`config.mk`:
```
export PLATFORM = sky130hd
export DESIGN_NAME = ese_merge
export DESIGN_NICKNAME = d
export VERILOG_FILES = /design/src/ese_pkg.sv /design/src/ese_merge.sv
export SDC_FILE = /design/constraint.sdc
export NUM_CORES = 2
export LEC_CHECK = 0
export BUFFER_PORTS_ARGS = -buffer_cell sky130_fd_sc_hd__clkbuf_2
export CAP_MARGIN = 25
export CORE_MARGIN = 2
export CORE_UTILIZATION = 35
export CTS_BUF_LIST = sky130_fd_sc_hd__clkbuf_2
export DETAILED_ROUTE_END_ITERATION = 6
export GPL_TIMING_DRIVEN = 1
export HOLD_SLACK_MARGIN = 0.12
export PLACE_DENSITY_LB_ADDON = 0.2
export SETUP_SLACK_MARGIN = 0.2
export SYNTH_ARGS = -nofsm -noshare
export SYNTH_HDL_FRONTEND = slang
export SYNTH_SLANG_ARGS = --single-unit
```
`constraint.sdc`:
```
create_clock -name i_clk -period 17.8 [get_ports i_clk]
set_input_delay 0.89 -clock i_clk [delete_from_list [all_inputs] [get_ports i_clk]]
set_output_delay 0.89 -clock i_clk [all_outputs]
set_load 0.01 [all_outputs]
```
`src/ese_pkg.sv`:
```
package ese_pkg;

    localparam int COEFF_FRAC_BITS = 16;
    localparam int CFG_IDX_W       = 4;

    localparam logic [CFG_IDX_W-1:0] CFG_MOTOR_FF    = 4'd0;
    localparam logic [CFG_IDX_W-1:0] CFG_MOTOR_FB    = 4'd1;
    localparam logic [CFG_IDX_W-1:0] CFG_PEND_FF     = 4'd2;
    localparam logic [CFG_IDX_W-1:0] CFG_PEND_FB     = 4'd3;
    localparam logic [CFG_IDX_W-1:0] CFG_MOTOR_RPP   = 4'd4;
    localparam logic [CFG_IDX_W-1:0] CFG_PEND_RPP    = 4'd5;
    localparam logic [CFG_IDX_W-1:0] CFG_METERS_RAD  = 4'd6;
    localparam logic [CFG_IDX_W-1:0] CFG_SAMPLE_RATE = 4'd7;

    localparam logic [31:0] RST_MOTOR_RPP   = 32'd13493037;
    localparam logic [31:0] RST_PEND_RPP    = 32'd6746518;
    localparam logic [31:0] RST_METERS_RAD  = 32'd3221225;
    localparam logic [19:0] RST_SAMPLE_RATE = 20'd1000;

    typedef enum logic [3:0] {
        ST_IDLE,
        ST_ANG,
        ST_DIFF,
        ST_RATE,
        ST_RAW,
        ST_FF,
        ST_Y,
        ST_FB,
        ST_UPD,
        ST_DONE
    } t_state;

    typedef struct packed {
        logic [31:0] rpp;
        logic [59:0] ff;
        logic [39:0] fb;
        logic [19:0] rate;
    } t_lane_cfg;

    function automatic logic signed [31:0] sat32(input logic signed [63:0] v);
        logic signed [31:0] r;
        if (v > 64'sd2147483647) begin
            r = 32'sh7fffffff;
        end else if (v < -64'sd2147483648) begin
            r = 32'sh80000000;
        end else begin
            r = v[31:0];
        end
        return r;
    endfunction

    function automatic logic signed [47:0] sat48(input logic signed [63:0] v);
        logic signed [47:0] r;
        if (v > 64'sd140737488355327) begin
            r = 48'sh7fffffffffff;
        end else if (v < -64'sd140737488355328) begin
            r = 48'sh800000000000;
        end else begin
            r = v[47:0];
        end
        return r;
    endfunction

endpackage

```
`src/ese_merge.sv`:
```
module ese_merge (
    input  logic                i_clk,
    input  ese_pkg::t_state     i_state,
    input  logic [31:0]         i_meters_per_radian,
    input  logic signed [31:0]  i_motor_theta,
    input  logic signed [31:0]  i_motor_omega,
    output logic signed [31:0]  o_cart_position,
    output logic signed [31:0]  o_cart_speed
);

    logic signed [63:0] r_cp, r_cs;

    always_ff @(posedge i_clk) begin
        if (i_state == ese_pkg::ST_FB) begin
            r_cp <= 64'(i_motor_theta) * 64'($signed({1'b0, i_meters_per_radian}));
            r_cs <= 64'(i_motor_omega) * 64'($signed({1'b0, i_meters_per_radian}));
        end
    end

    assign o_cart_position = ese_pkg::sat32(r_cp >>> 32);
    assign o_cart_speed    = ese_pkg::sat32(r_cs >>> 32);

endmodule

```
* After elaboration in Yosys (flattened, before gate mapping)
Index checks and enable logic that the tools add are counted.
** Cells by class
- $mul :: 2
- Magnitude comparators :: 4
- Eq/ne operators :: 1
- Mux-type cells :: 4
** Operators with widths (number)
- multiplier 32 x 33 -> 64 bit :: 2
- 2-to-1 mux 32 bit :: 4
- > comparator 32 bit (second input constant) :: 2
- < comparator 32 bit (second input constant) :: 2
- equality test 4 x 3 -> 1 bit (second input constant) :: 1
** Word-level totals
- Flip-flop bits (word level) :: 128
- Input port bits :: 101
- Output and inout bits :: 64
- Word-level logic and storage cells :: 13

* Longest topological paths before layout
- Depth after elaboration :: 3
- Gate-level depth with buffers :: 30
- Depth with buffers taken out :: 28

* Worst setup path before layout
Ideal clock, no wire load.
- Kind :: in2reg
- From :: input port i_meters_per_radian[31]
- To :: register r_cs[58] (data pin)
- Setup time :: 266 ps
- Data arrival time :: 7868 ps
- Data required time :: 17534 ps
- Setup slack :: 9665 ps
- Stages :: 27
- Buffers on the path :: 2
- Path through :: clkbuf_1 -> clkbuf_1 -> nand2_1 -> fa_1 -> inv_1 -> fa_1 -> inv_1 -> fa_1 -> fa_1 -> inv_1 -> fa_1 -> fa_1 -> fa_1 -> inv_1 -> fa_1 -> inv_1 -> ha_1 -> a21o_1 -> a21o_1 -> a221o_1 -> a31oi_1 -> o22ai_2 -> nor4_1 -> nor2_1 -> a41oi_1 -> o21ai_0 -> xor2_1
** Between the ends
- Cells in the longest elaborated chain, start to end :: 1
** RTL lines
- start: declaration :: line ese_merge.sv:4 : input logic [31:0] i_meters_per_radian,
- multiplier 32 x 33 -> 64 bit :: line ese_merge.sv:16 : r_cs <= 64'(i_motor_omega) * 64'($signed({1'b0, i_meters_per_radian}));
- end signal: assignment :: line ese_merge.sv:16
- end: declaration :: line ese_merge.sv:11 : logic signed [63:0] r_cp, r_cs;
No other way between the ends.
A chain may end at the register's enable or synchronous reset.

* Final worst setup path
- From :: input port i_meters_per_radian[4]
- To :: register r_cp[59] (data pin)
** Between the ends
- Cells in the longest elaborated chain, start to end :: 1
** RTL lines
- multiplier 32 x 33 -> 64 bit :: line ese_merge.sv:15 : r_cp <= 64'(i_motor_theta) * 64'($signed({1'b0, i_meters_per_radian}));
- end signal: assignment :: line ese_merge.sv:15
- end: declaration :: line ese_merge.sv:11
No other way between the ends.

==> results.py <==
metrics = {
    "grt": {
        "grt_pass1_vias": 53840,
        "grt_pass1_wl_mm": 314.8,
        "track_usage_pct": 20.78,
        "overflow": 0,
        "grt_max_degree": 65,
        "antenna_found_initial": 13,
    },
    "synth": {
        "synthesis.area_um2": 68240,
        "synth_area_per_cell_um2": 9.281,
        "synth-main-ff-cell": "edfxtp_1",
        "ys_warn_count": 0,
        "yosysSeqAreaShare_pct": 2.816,
        "ys_types": 63,
        "synth_edf_count": 64,
        "async_flop_share_pct": 0,
        "ys_seq_elements": 64,
        "syn_inst": 7353,
        "syn_nets": 9820,
    },
    "layout": {
        "fin_nets": 9574,
        "instances_no_fill": 9665,
        "layout-drive-gt1-share_pct": 3.839,
        "area_delta_synth_final_pct": 4.180,
        "fill_cells": 19960,
    },
    "floorplanning": {
        "dieWidth_um": 445.6,
        "initial_core_util_pct": 35.11,
        "die_y_um": 445.6,
        "fp-row-count": 162,
        "core_um2": 194400,
        "num_io_pins": 165,
        "dieArea_um2": 198500,
    },
    "clocking": {
        "hold_buffers": 0,
        "cts_tree": "yes",
        "post_cts_buffers": 0,
        "cts.root.buffer_cell": "clkbuf_2",
        "path_clk_slew_ps": 350,
        "h-tree-depth": 3,
        "cts_buffers": 9,
        "clockBufferDepth": 2,
        "clock_sinks": 64,
        "post_cts_resized": 0,
    },
    "setup_path": {
        "crit_path_cell_trace": "clkbuf_2 > buf_4 > nand2_1 > fa_1 > inv_1 > fa_1 > fa_1 > fa_1 > fa_1 > fa_1 > fa_1 > fa_1 > ha_1 > nand4_1 > nor4_1 > o2111ai_1 > a21oi_1 > nor4_2 > buf_4 > o31ai_1 > a221oi_1 > inv_1 > a31o_2 > xor2_1",
        "critPathMaxStageDelay_ps": 690,
        "crit_required_ps": 18600,
        "cpLargestDelayFamily": "adder cells",
        "critical_path.slowest_cell": "buf_4",
        "crit_buf_inv": 5,
        "critical_path_class": "input port to flip-flop",
        "end_kind": "flip-flop",
        "critPathMaxFanout": 44,
        "arrival_ps": 10150,
        "worst_setup_path_start_kind": "input port",
        "crit_top_cell": "fa_1",
    },
    "timing": {
        "drv_slew": 0,
        "tightest_slew_ps": 1110,
        "rsz0062_at_grt": "false",
        "finalCriticalPeriod_ps": 9351,
        "whs_ps": 530.3,
        "hold_violations": 0,
        "finalCritPeriodShare_pct": 52.53,
        "relSlewSlack_pct": 26.01,
        "setup_viol": 0,
        "clock.fmax_mhz": 106.9,
        "tns_ps": 0,
    },
    "placement": {
        "hpwl_mm": 151.1,
        "port-buffer-count": 164,
        "gp_congestion": 0.8480,
        "dp.cells": 9638,
    },
    "drt": {
        "ant_nets": 0,
        "vias_per_cell": 4.863,
        "wire_per_inst_um": 20.26,
        "vias": 47000,
        "detail_route.first_pass.iterations": 5,
        "wl_mm": 195.8,
        "drcViolationCount": 0,
        "first_iter_violations": 2311,
    },
    "min_path": {
        "whs_endpoint": "r_cp[54]",
        "hold_path_class": "input port to flip-flop",
        "hold_path_depth": 2,
        "min_from": "i_state[2]",
    },
    "outcome": {
        "outcome": "finished clean",
    },
    "flow_run": {
        "maxCapViolations": 0,
    },
}
[worst max-delay path by stage]
stage                       startpoint       end  slack [ps]  cells after the start
6_report        i_meters_per_radian[4]  r_cp[59]        8450                     24
5_1_grt         i_meters_per_radian[4]  r_cp[59]        7980                     26
4_1_cts         i_meters_per_radian[4]  r_cp[59]        8580                     25
3_5_place_dp    i_meters_per_radian[4]  r_cp[56]        7430                     25
3_3_place_gp    i_meters_per_radian[4]  r_cp[56]        7450                     25
2_1_floorplan  i_meters_per_radian[31]  r_cs[58]        9670                     27
[per-stage QoR]
stage	setup slack [ps]	cell area (um2)	util, %
detailed placement	7433	70960	36.50
global placement	7453	70940	36.49
floorplan	9665	68240	-
finish	8449	71100	36.58
CTS	8581	71070	36.56
global route	7979	71080	36.57
[final cells by class]
class / instances / area (um2) / area share, %
multi-input combinational: 5046 / 57900 / 81.44
inverter: 1747 / 6558 / 9.223
timing repair buffer: 239 / 1396 / 1.964
sequential: 64 / 1922 / 2.703
clock buffer: 10 / 50.05 / 0.07039
tap: 2542 / 3181 / 4.474
clock inverter: 6 / 60.06 / 0.08447
antenna: 11 / 27.53 / 0.03872
[registers in the layout, summed over array words and instances, names as in the netlist]
signal,cells
r_cs,32
r_cp,32
[kinds of logic after synthesis]
| group | after synthesis | share of synthesized area (%) |
|---|---|---|
| adders and majority gates | 2366 | 63.09 |
| and+or+nand+nor | 2286 | 17.72 |
| buffers and inverters | 2243 | 12.34 |
| AOI/OAI and AO/OA | 321 | 3.093 |
| xor gates and xnor gates | 72 | 0.9240 |
| DFF | 64 | 2.816 |
| muxes | 1 | 0.01650 |
[layer usage]
layer	vias up	global-route usage, %	routed length [um]
met1	25180	26.87	82280
met4	4	5.338	4790
met3	222	2.069	7856
met5	-	0	27
li1	20610	-	-
met2	981	37.07	100900
[cell usage in the layout, fill, tap and decap left out, drive strengths merged, types with 23 or more instances in the layout]
| cell type | count |
|---|---|
| a21oi | 99 |
| fa | 1792 |
| nor2 | 92 |
| nand2b | 32 |
| o21ai | 54 |
| and2 | 1250 |
| xor2 | 23 |
| clkbuf | 174 |
| ha | 574 |
| inv | 1746 |
| nand2 | 792 |
| nand4 | 34 |
| edfxtp | 64 |
| a21o | 63 |
| buf | 75 |
| xnor2 | 49 |
[Yosys cell counts (33+ instances only)]
master / count / share of area [%]
a21o_1: 63 / 0.69
a21oi_1: 99 / 0.73
and2_1: 1250 / 11
clkbuf_1: 483 / 2.7
edfxtp_1: 64 / 2.8
fa_1: 1792 / 53
ha_1: 574 / 11
inv_1: 1746 / 9.6
nand2_1: 792 / 4.4
nand4_1: 33 / 0.30
nor2_1: 92 / 0.51
o21ai_0: 54 / 0.40
xnor2_1: 49 / 0.63
Power is not shown: default switching activity piles up to over one toggle a cycle in this logic, so the estimate is an artifact.
